<file path="config.mk">
export PLATFORM = sky130hd
export DESIGN_NAME = round_robin_schedule_sim_core
export DESIGN_NICKNAME = d
export VERILOG_FILES = /design/src/rrs_pkg.sv /design/src/round_robin_schedule_sim_core.sv /design/src/rrs_ram.sv
export SDC_FILE = /design/constraint.sdc
export NUM_CORES = 2
export LEC_CHECK = 0
export BUFFER_PORTS_ARGS = -buffer_cell sky130_fd_sc_hd__buf_2
export CORE_MARGIN = 5
export CORE_UTILIZATION = 30
export DETAILED_ROUTE_END_ITERATION = 8
export PLACE_DENSITY = 0.54
export SETUP_SLACK_MARGIN = 0.1
export SYNTH_ARGS = -nofsm -noshare
export SYNTH_HDL_FRONTEND = slang
export SYNTH_HIERARCHICAL = 1
export SYNTH_SLANG_ARGS = --single-unit
export TNS_END_PERCENT = 5
</file>
<file path="constraint.sdc">
create_clock -name i_clk -period 15.8 [get_ports i_clk]
set_clock_uncertainty 0.15 [all_clocks]
set_input_delay 1.58 -clock i_clk [delete_from_list [all_inputs] [get_ports i_clk]]
set_output_delay 1.58 -clock i_clk [all_outputs]
set_load 0.02 [all_outputs]
</file>
<file path="src/rrs_pkg.sv">
// Shared constants, types and helpers for the round-robin schedule core.
package rrs_pkg;

    localparam int MAX_PROCS = 32;
    localparam int IDX_W     = $clog2(MAX_PROCS);
    localparam int CNT_W     = $clog2(MAX_PROCS + 1);
    localparam int TIME_W    = 22;
    localparam int VAL_W     = 16;
    localparam int LIDX_W    = 6;

    // One loaded process: sort key and load position
    typedef struct packed {
        logic [VAL_W-1:0] arrival;
        logic [VAL_W-1:0] burst;
        logic [IDX_W-1:0] order;
    } t_rec;

    // Ring pointer step with wrap at the store depth
    function automatic logic [IDX_W-1:0] idx_inc(input logic [IDX_W-1:0] v);
        if (v == IDX_W'(MAX_PROCS - 1)) begin
            return '0;
        end
        return v + 1'b1;
    endfunction

endpackage

</file>
<file path="src/round_robin_schedule_sim_core.sv">
// Top level: process loader, round-robin scheduler sequencer and report unit.
//
// Usage:
//   Input channel (i_valid / o_ready) takes one process item: arrival time,
//   burst time and a last mark. Items are kept sorted by arrival (ties by
//   shorter burst) with an insertion pass through the record memory, one
//   entry moved per read and compare step; a new item is taken only
//   once the insertion of the previous one is done.
//   The item marked last, or the one that fills the store of MAX_PROCS
//   entries, starts the schedule run. The run sequencer steps through the
//   record, remaining-time, finish and ready-ring memories; each dispatch
//   reads the ring head, then its remaining time, runs it and admits
//   arrivals one at a time over the one read port of the record memory.
//   Afterwards one report item per process leaves on the output channel
//   (o_valid / i_ready) in sorted order, each after the one before is taken;
//   the final one carries o_last_result. A stall simply holds the report.
//   No input is taken from the last mark until the final report is taken.
//   i_cfg_wr_en / i_cfg_wr_data load the time quantum (zero means 65536).
//   Reset (synchronous, active low) empties the store and sets quantum 4;
//   memories need no clearing.
module round_robin_schedule_sim_core (
    input  logic                        i_clk,
    input  logic                        i_rst_n,
    input  logic                        i_cfg_wr_en,
    input  logic [15:0]                 i_cfg_wr_data,
    input  logic                        i_valid,
    output logic                        o_ready,
    input  logic [15:0]                 i_arrival_time,
    input  logic [15:0]                 i_burst_time,
    input  logic                        i_last_process,
    output logic                        o_valid,
    input  logic                        i_ready,
    output logic [5:0]                  o_load_index,
    output logic [15:0]                 o_arrival_echo,
    output logic [15:0]                 o_burst_echo,
    output logic [21:0]                 o_finish_time,
    output logic [21:0]                 o_turnaround_time,
    output logic [21:0]                 o_waiting_time,
    output logic                        o_last_result
);
    import rrs_pkg::*;

    typedef enum logic [3:0] {
        S_LOAD, S_INS_RD, S_INS_CK, S_MAIN, S_JUMP, S_ADM_RD, S_ADM_CK,
        S_DSP_RD, S_DSP_RUN, S_RETIRE, S_OUT_RD, S_OUT_LD, S_OUT_WT
    } t_state;

    t_state              r_state;
    logic [VAL_W-1:0]    r_quantum;
    logic [CNT_W-1:0]    r_count, r_pos, r_na, r_pend, r_done, r_k;
    logic [IDX_W-1:0]    r_head, r_tail, r_p;
    logic [TIME_W-1:0]   r_tick;
    logic                r_remz, r_after, r_last;
    logic [VAL_W-1:0]    r_arr, r_bur;
    logic                r_ovalid;
    t_rec                r_orec;
    logic [TIME_W-1:0]   r_ofin, r_otat, r_owt;
    logic                r_olast;

    // memory ports
    logic                rec_we, rem_we, fin_we, ring_we;
    logic [IDX_W-1:0]    rec_waddr, rec_raddr, rem_waddr, rem_raddr;
    logic [IDX_W-1:0]    fin_waddr, ring_waddr, ring_wdata, ring_rdata;
    t_rec                rec_wdata, rec_rdata, new_rec;
    logic [VAL_W-1:0]    rem_wdata, rem_rdata;
    logic [TIME_W-1:0]   fin_wdata, fin_rdata;

    // helpers
    logic [VAL_W:0]      quant, run;
    logic [VAL_W-1:0]    rem_new;
    logic                shift_up, admit_ok;
    logic [CNT_W-1:0]    n_count;
    logic [TIME_W-1:0]   tat;

    assign quant    = (r_quantum == '0) ? (VAL_W+1)'(1 << VAL_W) : {1'b0, r_quantum};
    assign run      = ({1'b0, rem_rdata} < quant) ? {1'b0, rem_rdata} : quant;
    assign rem_new  = rem_rdata - run[VAL_W-1:0];
    assign new_rec  = '{arrival: r_arr, burst: r_bur, order: r_count[IDX_W-1:0]};
    assign shift_up = (rec_rdata.arrival > r_arr) ||
                      ((rec_rdata.arrival == r_arr) && (rec_rdata.burst > r_bur));
    assign admit_ok = (TIME_W'(rec_rdata.arrival) <= r_tick);
    assign n_count  = r_count + 1'b1;
    assign tat      = fin_rdata - TIME_W'(rec_rdata.arrival);

    // memory port steering
    always_comb begin
        rec_we     = 1'b0;
        rec_waddr  = r_pos[IDX_W-1:0];
        rec_wdata  = new_rec;
        rec_raddr  = r_na[IDX_W-1:0];
        rem_we     = 1'b0;
        rem_waddr  = r_na[IDX_W-1:0];
        rem_wdata  = rec_rdata.burst;
        rem_raddr  = ring_rdata;
        fin_we     = 1'b0;
        fin_waddr  = r_p;
        fin_wdata  = r_tick;
        ring_we    = 1'b0;
        ring_waddr = r_tail;
        ring_wdata = r_na[IDX_W-1:0];
        case (r_state)
            S_INS_RD: begin
                if (r_pos == '0) begin
                    rec_we = 1'b1;
                end
                rec_raddr = IDX_W'(r_pos - 1'b1);
            end
            S_INS_CK: begin
                rec_we    = 1'b1;
                rec_wdata = shift_up ? rec_rdata : new_rec;
            end
            S_ADM_CK: begin
                if (r_na < r_count && admit_ok) begin
                    ring_we = 1'b1;
                    rem_we  = 1'b1;
                end
            end
            S_DSP_RUN: begin
                rem_we    = 1'b1;
                rem_waddr = r_p;
                rem_wdata = rem_new;
            end
            S_RETIRE: begin
                fin_we     = r_remz;
                ring_we    = !r_remz;
                ring_wdata = r_p;
            end
            S_OUT_RD, S_OUT_LD, S_OUT_WT: begin
                rec_raddr = r_k[IDX_W-1:0];
            end
            default: ;
        endcase
    end

    rrs_ram #(.WIDTH($bits(t_rec)), .DEPTH(MAX_PROCS)) u_rec_mem (
        .i_clk(i_clk), .i_we(rec_we), .i_waddr(rec_waddr), .i_wdata(rec_wdata),
        .i_raddr(rec_raddr), .o_rdata(rec_rdata)
    );
    rrs_ram #(.WIDTH(VAL_W), .DEPTH(MAX_PROCS)) u_rem_mem (
        .i_clk(i_clk), .i_we(rem_we), .i_waddr(rem_waddr), .i_wdata(rem_wdata),
        .i_raddr(rem_raddr), .o_rdata(rem_rdata)
    );
    rrs_ram #(.WIDTH(TIME_W), .DEPTH(MAX_PROCS)) u_fin_mem (
        .i_clk(i_clk), .i_we(fin_we), .i_waddr(fin_waddr), .i_wdata(fin_wdata),
        .i_raddr(r_k[IDX_W-1:0]), .o_rdata(fin_rdata)
    );
    rrs_ram #(.WIDTH(IDX_W), .DEPTH(MAX_PROCS)) u_ring_mem (
        .i_clk(i_clk), .i_we(ring_we), .i_waddr(ring_waddr), .i_wdata(ring_wdata),
        .i_raddr(r_head), .o_rdata(ring_rdata)
    );

    // quantum register
    always_ff @(posedge i_clk) begin
        if (!i_rst_n) begin
            r_quantum <= VAL_W'(4);
        end else if (i_cfg_wr_en) begin
            r_quantum <= i_cfg_wr_data;
        end
    end

    // sequencer and report registers
    always_ff @(posedge i_clk) begin
        if (!i_rst_n) begin
            r_state  <= S_LOAD;
            r_count  <= '0;
            r_pos    <= '0;
            r_na     <= '0;
            r_pend   <= '0;
            r_done   <= '0;
            r_k      <= '0;
            r_head   <= '0;
            r_tail   <= '0;
            r_p      <= '0;
            r_tick   <= '0;
            r_remz   <= 1'b0;
            r_after  <= 1'b0;
            r_ovalid <= 1'b0;
        end else begin
            case (r_state)
                // take one item
                S_LOAD: begin
                    if (i_valid) begin
                        r_arr   <= i_arrival_time;
                        r_bur   <= i_burst_time;
                        r_last  <= i_last_process;
                        r_pos   <= r_count;
                        r_state <= S_INS_RD;
                    end
                end
                // insertion: read the entry below the hole
                S_INS_RD: begin
                    if (r_pos == '0) begin
                        r_count <= n_count;
                        r_head  <= '0;
                        r_tail  <= '0;
                        r_na    <= '0;
                        r_pend  <= '0;
                        r_done  <= '0;
                        r_state <= (r_last || n_count == CNT_W'(MAX_PROCS)) ? S_MAIN : S_LOAD;
                    end else begin
                        r_state <= S_INS_CK;
                    end
                end
                S_INS_CK: begin
                    if (shift_up) begin
                        r_pos   <= r_pos - 1'b1;
                        r_state <= S_INS_RD;
                    end else begin
                        r_count <= n_count;
                        r_head  <= '0;
                        r_tail  <= '0;
                        r_na    <= '0;
                        r_pend  <= '0;
                        r_done  <= '0;
                        r_state <= (r_last || n_count == CNT_W'(MAX_PROCS)) ? S_MAIN : S_LOAD;
                    end
                end
                // schedule loop head
                S_MAIN: begin
                    r_k <= '0;
                    if (r_done == r_count) begin
                        r_state <= S_OUT_RD;
                    end else if (r_pend == '0) begin
                        r_state <= (r_na >= r_count) ? S_OUT_RD : S_JUMP;
                    end else begin
                        r_head  <= idx_inc(r_head);
                        r_state <= S_DSP_RD;
                    end
                end
                // idle gap: time jumps to the next arrival
                S_JUMP: begin
                    r_tick  <= TIME_W'(rec_rdata.arrival);
                    r_after <= 1'b0;
                    r_state <= S_ADM_RD;
                end
                S_ADM_RD: begin
                    if (r_na < r_count) begin
                        r_state <= S_ADM_CK;
                    end else begin
                        r_state <= r_after ? S_RETIRE : S_MAIN;
                    end
                end
                S_ADM_CK: begin
                    if (admit_ok) begin
                        r_tail  <= idx_inc(r_tail);
                        r_pend  <= r_pend + 1'b1;
                        r_na    <= r_na + 1'b1;
                        r_state <= S_ADM_RD;
                    end else begin
                        r_state <= r_after ? S_RETIRE : S_MAIN;
                    end
                end
                // dispatch: ring head gives the process, fetch its remaining time
                S_DSP_RD: begin
                    r_p     <= ring_rdata;
                    r_state <= S_DSP_RUN;
                end
                S_DSP_RUN: begin
                    r_tick  <= r_tick + TIME_W'(run);
                    r_remz  <= (rem_new == '0);
                    r_after <= 1'b1;
                    r_state <= S_ADM_RD;
                end
                // finish or re-queue after arrivals were admitted
                S_RETIRE: begin
                    if (r_remz) begin
                        r_pend <= r_pend - 1'b1;
                        r_done <= r_done + 1'b1;
                    end else begin
                        r_tail <= idx_inc(r_tail);
                    end
                    r_state <= S_MAIN;
                end
                // reports
                S_OUT_RD: begin
                    r_state <= S_OUT_LD;
                end
                S_OUT_LD: begin
                    r_orec   <= rec_rdata;
                    r_ofin   <= fin_rdata;
                    r_otat   <= tat;
                    r_owt    <= tat - TIME_W'(rec_rdata.burst);
                    r_olast  <= (r_k + 1'b1 == r_count);
                    r_ovalid <= 1'b1;
                    r_state  <= S_OUT_WT;
                end
                S_OUT_WT: begin
                    if (i_ready) begin
                        r_ovalid <= 1'b0;
                        r_k      <= r_k + 1'b1;
                        if (r_olast) begin
                            r_count <= '0;
                            r_na    <= '0;
                            r_pend  <= '0;
                            r_done  <= '0;
                            r_state <= S_LOAD;
                        end else begin
                            r_state <= S_OUT_RD;
                        end
                    end
                end
                default: r_state <= S_LOAD;
            endcase
        end
    end

    assign o_ready           = (r_state == S_LOAD);
    assign o_valid           = r_ovalid;
    assign o_load_index      = LIDX_W'(r_orec.order);
    assign o_arrival_echo    = r_orec.arrival;
    assign o_burst_echo      = r_orec.burst;
    assign o_finish_time     = r_ofin;
    assign o_turnaround_time = r_otat;
    assign o_waiting_time    = r_owt;
    assign o_last_result     = r_olast;

    // loader and reporter never overlap
    a_no_overlap: assert property (@(posedge i_clk) disable iff (!i_rst_n)
        !(o_ready && o_valid)) else $error("input and output both open");

    // ready count never exceeds the loaded count
    a_pend_bound: assert property (@(posedge i_clk) disable iff (!i_rst_n)
        r_pend <= r_count) else $error("pending count out of range");

    // completions never exceed the loaded count
    a_done_bound: assert property (@(posedge i_clk) disable iff (!i_rst_n)
        r_done <= r_count) else $error("done count out of range");

    // final report empties the store
    a_last_clears: assert property (@(posedge i_clk) disable iff (!i_rst_n)
        (o_valid && i_ready && o_last_result) |=> (r_count == '0 && o_ready))
        else $error("store not emptied after run");

endmodule

</file>
<file path="src/rrs_ram.sv">
// Simple dual-port RAM, one write port and one registered read port.
module rrs_ram #(
    parameter int WIDTH = 8,
    parameter int DEPTH = 32
) (
    input  logic                     i_clk,
    input  logic                     i_we,
    input  logic [$clog2(DEPTH)-1:0] i_waddr,
    input  logic [WIDTH-1:0]         i_wdata,
    input  logic [$clog2(DEPTH)-1:0] i_raddr,
    output logic [WIDTH-1:0]         o_rdata
);

    logic [WIDTH-1:0] r_mem [DEPTH];
    logic [WIDTH-1:0] r_rdata;

    // write port
    always_ff @(posedge i_clk) begin
        if (i_we) begin
            r_mem[i_waddr] <= i_wdata;
        end
    end

    // read port, registered
    always_ff @(posedge i_clk) begin
        r_rdata <= r_mem[i_raddr];
    end

    assign o_rdata = r_rdata;

endmodule

</file>
==> flow_summary.ini <==
[placed_design]
gp_congestion = 0.830
portBuffers = 159
hpwl_um = 192000

[grt]
grtUsageTotal_pct = 16.0
grt_overflow = 0
grt_pass1_vias = 65082
grt_max_degree = 136
grt_pass1_wl_um = 473000
groute.layer.met3.usage_pct = 2.13
antenna_found_initial = 22
grt-busiest-layer = met2
globalRouteMet2Util_pct = 26.7
use_met1_pct = 21.3

[setup_path]
worst-r2r-setup-slack_ps = 9540
cp_max_fo = 135
worst_setup_path_start_kind = flop
path_class = flop to flop
cpMostUsedCell = buf_12
cp_data_arrival_time_ps = 6870
path_buf_inv = 4
crit_required_ps = 16410
critical_path.max_stage_delay_ps = 940
endpoint_kind = flop
crit_slowest_cell = a221o_4
path_cells = inv_1 > nand2_1 > o21ai_0 > and2_1 > nor2_1 > a221o_4 > buf_4 > buf_12 > buf_12 > mux2i_1 > a22o_1 > nor3_1 > a31oi_1 > nand3_1
cp_top_family = buffers and inverters

[drt]
route.vias.total = 65839
firstDrtPassIters = 6
wire_per_inst_um = 25.8
drtIter0Drc = 6170
drt_wl_total_um = 335000
drc = 0
drt.antenna.violating_nets = 0
via_per_inst = 5.06

[run]
drv_cap = 0

[floorplanning]
die_h_um = 634
die_x_um = 634
io_pins = 161
fp.dieArea_mm2 = 0.402
start_util_pct = 30.1
std_cell_rows = 229
coreArea_mm2 = 0.389

[synthesis]
synthesis.instances = 7224
syn_avg_cell_area_um2 = 16.2
synth-seq-cells = 2873
synth.cell_area_mm2 = 0.117
yosysWarningCount = 6
yosysSeqAreaShare_pct = 72.3
synth.distinct_cells = 89
synth.top_cell.area_share_pct = 69.3
synth_edf_count = 2697
synth_area_leaders = edfxtp_1 69%, mux2i_1 11%, dfxtp_1 3.0%
async_flop_share_pct = 0
yosys.area.top_type = edfxtp_1
synth_ff_type = edfxtp_1

[sta]
setup-tns-final_ps = 0
min_period_over_period_pct = 39.6
setup_viol = 0
hold_viol = 0
slew_headroom_pct = 12.0
layout_min_cycle_time_ps = 6260
final_max_slew_viol_count = 0
rsz0062_at_grt = no
fmax_mhz = 160
max_slew.worst_pin.slew_ps = 1320

[power_and_ir_drop]
p_leak_uw = 0.0449
sw_frac_of_total_pct = 27.2
power_frac_comb_pct = 16.6
p_per_area_mw_per_mm2 = 141
power.switching_uw = 5140
p_total_uw = 18900
internal_power_uw = 13700
power_frac_clock_pct = 36.6
share_seq_of_total_power_pct = 46.7
vdd_drop_max_uv = 101

[final_layout]
finalNetCount = 7750
area_growth_pct = 14.6
drive_gt1_share_pct = 13.5
finish.utilization_pct = 34.4

[clock_network]
clock_path_buffers = 4
cts_buffers = 303
clk_pin_slew_worst_paths_ps = 60
htree_num_levels = 5
cts_setup_buffers = 0
cts_tree = done
cts_resized = 0
ctsHoldBuffers = 0
cts_root_buf = clkbuf_16
clkLatencyLatePin_ps = 930
cts_sinks = 2873

[outcome]
status = finished, final reports clean

[hold_path]
hp-class = flop to flop
-- stage by stage --
step / setup slack [ps] / hold WS (ps) / instance area (um2) / std cells
2_1_floorplan: 8530 / 253 / 117000 / 7225
3_3_place_gp: 9790 / 287 / 124000 / 12436
3_5_place_dp: 9690 / 277 / 124000 / 12436
4_1_cts: 9670 / 295 / 134000 / 12980
5_1_grt: 9260 / 315 / 134000 / 12994
6_report: 9540 / 294 / 134000 / 13000
-- cells by family (layout without fill, tap and decap cells) --
kind of cell / after synthesis / after routing / share of synthesized area, %
xor+xnor: 85 / 85 / 0.644
flops: 2873 / 2873 / 72.3
compound gates: 1106 / 1106 / 6.40
other cells: 1 / 21 / 0.00321
mux: 1300 / 1300 / 11.7
fa+ha+maj: 151 / 151 / 1.65
buf+inv: 517 / 1076 / 2.48
simple gates: 1191 / 1191 / 4.79
-- cells in the final DEF, fill, tap and decap left out, types with 20 or more instances in the layout --
master | Yosys | routed
xnor2_1 | 49 | 49
buf_4 | 62 | 217
clkbuf_1 | 141 | 72
nand3b_1 | 23 | 23
dfxtp_1 | 176 | 171
nand4_1 | 51 | 51
nor2_2 | 0 | 20
a21o_1 | 42 | 42
o21a_1 | 20 | 20
nand2_1 | 364 | 362
mux2i_1 | 1227 | 1227
o21ai_0 | 126 | 74
nor3_1 | 104 | 104
xor2_1 | 35 | 35
nand2b_1 | 35 | 33
nand3_1 | 230 | 230
inv_1 | 145 | 145
a21oi_1 | 288 | 288
a22oi_1 | 264 | 264
mux2_2 | 23 | 23
o21ai_2 | 1 | 43
nor2_4 | 1 | 49
buf_2 | 89 | 159
ha_1 | 146 | 146
a211oi_1 | 21 | 21
nor2_1 | 265 | 197
clkbuf_16 | 0 | 311
mux4_2 | 50 | 50
clkinv_1 | 2 | 51
a22o_1 | 151 | 151
clkinv_2 | 0 | 52
edfxtp_1 | 2697 | 2697
a31oi_1 | 91 | 91
-- routing by layer --
metal,routed length (um),vias up
met4,12700,0
met2,161000,2191
met5,0,-
met3,18200,534
met1,143000,34204
li1,-,28910
-- synthesized netlist by cell type, types with 35 or more instances --
cell	count
clkbuf_1	141
buf_6	49
buf_2	89
nand4_1	51
nand2b_1	35
a31oi_1	91
xnor2_1	49
nor3_1	104
xor2_1	35
buf_4	62
o21ai_0	126
nand2_1	364
a21o_1	42
a22oi_1	264
ha_1	146
a21oi_1	288
inv_1	145
nand3_1	230
a22o_1	151
mux4_2	50
dfxtp_1	176
edfxtp_1	2697
nor2_1	265
mux2i_1	1227
-- sequential cells by signal, indices dropped and copies added (netlist names), 22 cells and up --
name / flops
u_rem_mem/r_mem: 512
fin_wdata: 22
u_fin_mem/o_rdata: 22
o_waiting_time: 22
o_turnaround_time: 22
u_rec_mem/r_mem: 1184
u_fin_mem/r_mem: 704
o_finish_time: 22
u_ring_mem/r_mem: 160
u_rec_mem/o_rdata: 37
-- final timing paths --
| kind | cells past startpoint | to | startpoint |
|---|---|---|---|
| setup / recovery | 14 | u_rec_mem/o_rdata[10] | r_state[2] |
| hold / removal | 0 | o_finish_time[12] | u_fin_mem/o_rdata[12] |
| setup reg to reg | 14 | u_rec_mem/o_rdata[10] | r_state[2] |
| hold reg to reg | 0 | o_finish_time[12] | u_fin_mem/o_rdata[12] |
-- cell type report --
| class | count | area (um2) |
|---|---|---|
| Antenna cell | 19 | 47.5 |
| Multi-Input combinational cell | 3835 | 30100 |
| Sequential cell | 2873 | 84500 |
| Inverter | 147 | 552 |
| Tap cell | 5197 | 6500 |
| Clock inverter | 148 | 1310 |
| Timing Repair Buffer | 385 | 2600 |
| Clock buffer | 396 | 8230 |
| Fill cell | 36980 | 255000 |
-- power by group through the flow --
stage	Sequential (uW)	Clock (uW)	Combinational, uW
after floorplan	8990	0	1850
after global placement	8980	0	3070
after detailed placement	8990	0	3130
after CTS	8820	7060	3140
after global routing	8830	7370	3350
final	8820	6910	3140
Note: power is estimated with default switching activity, not from simulation.
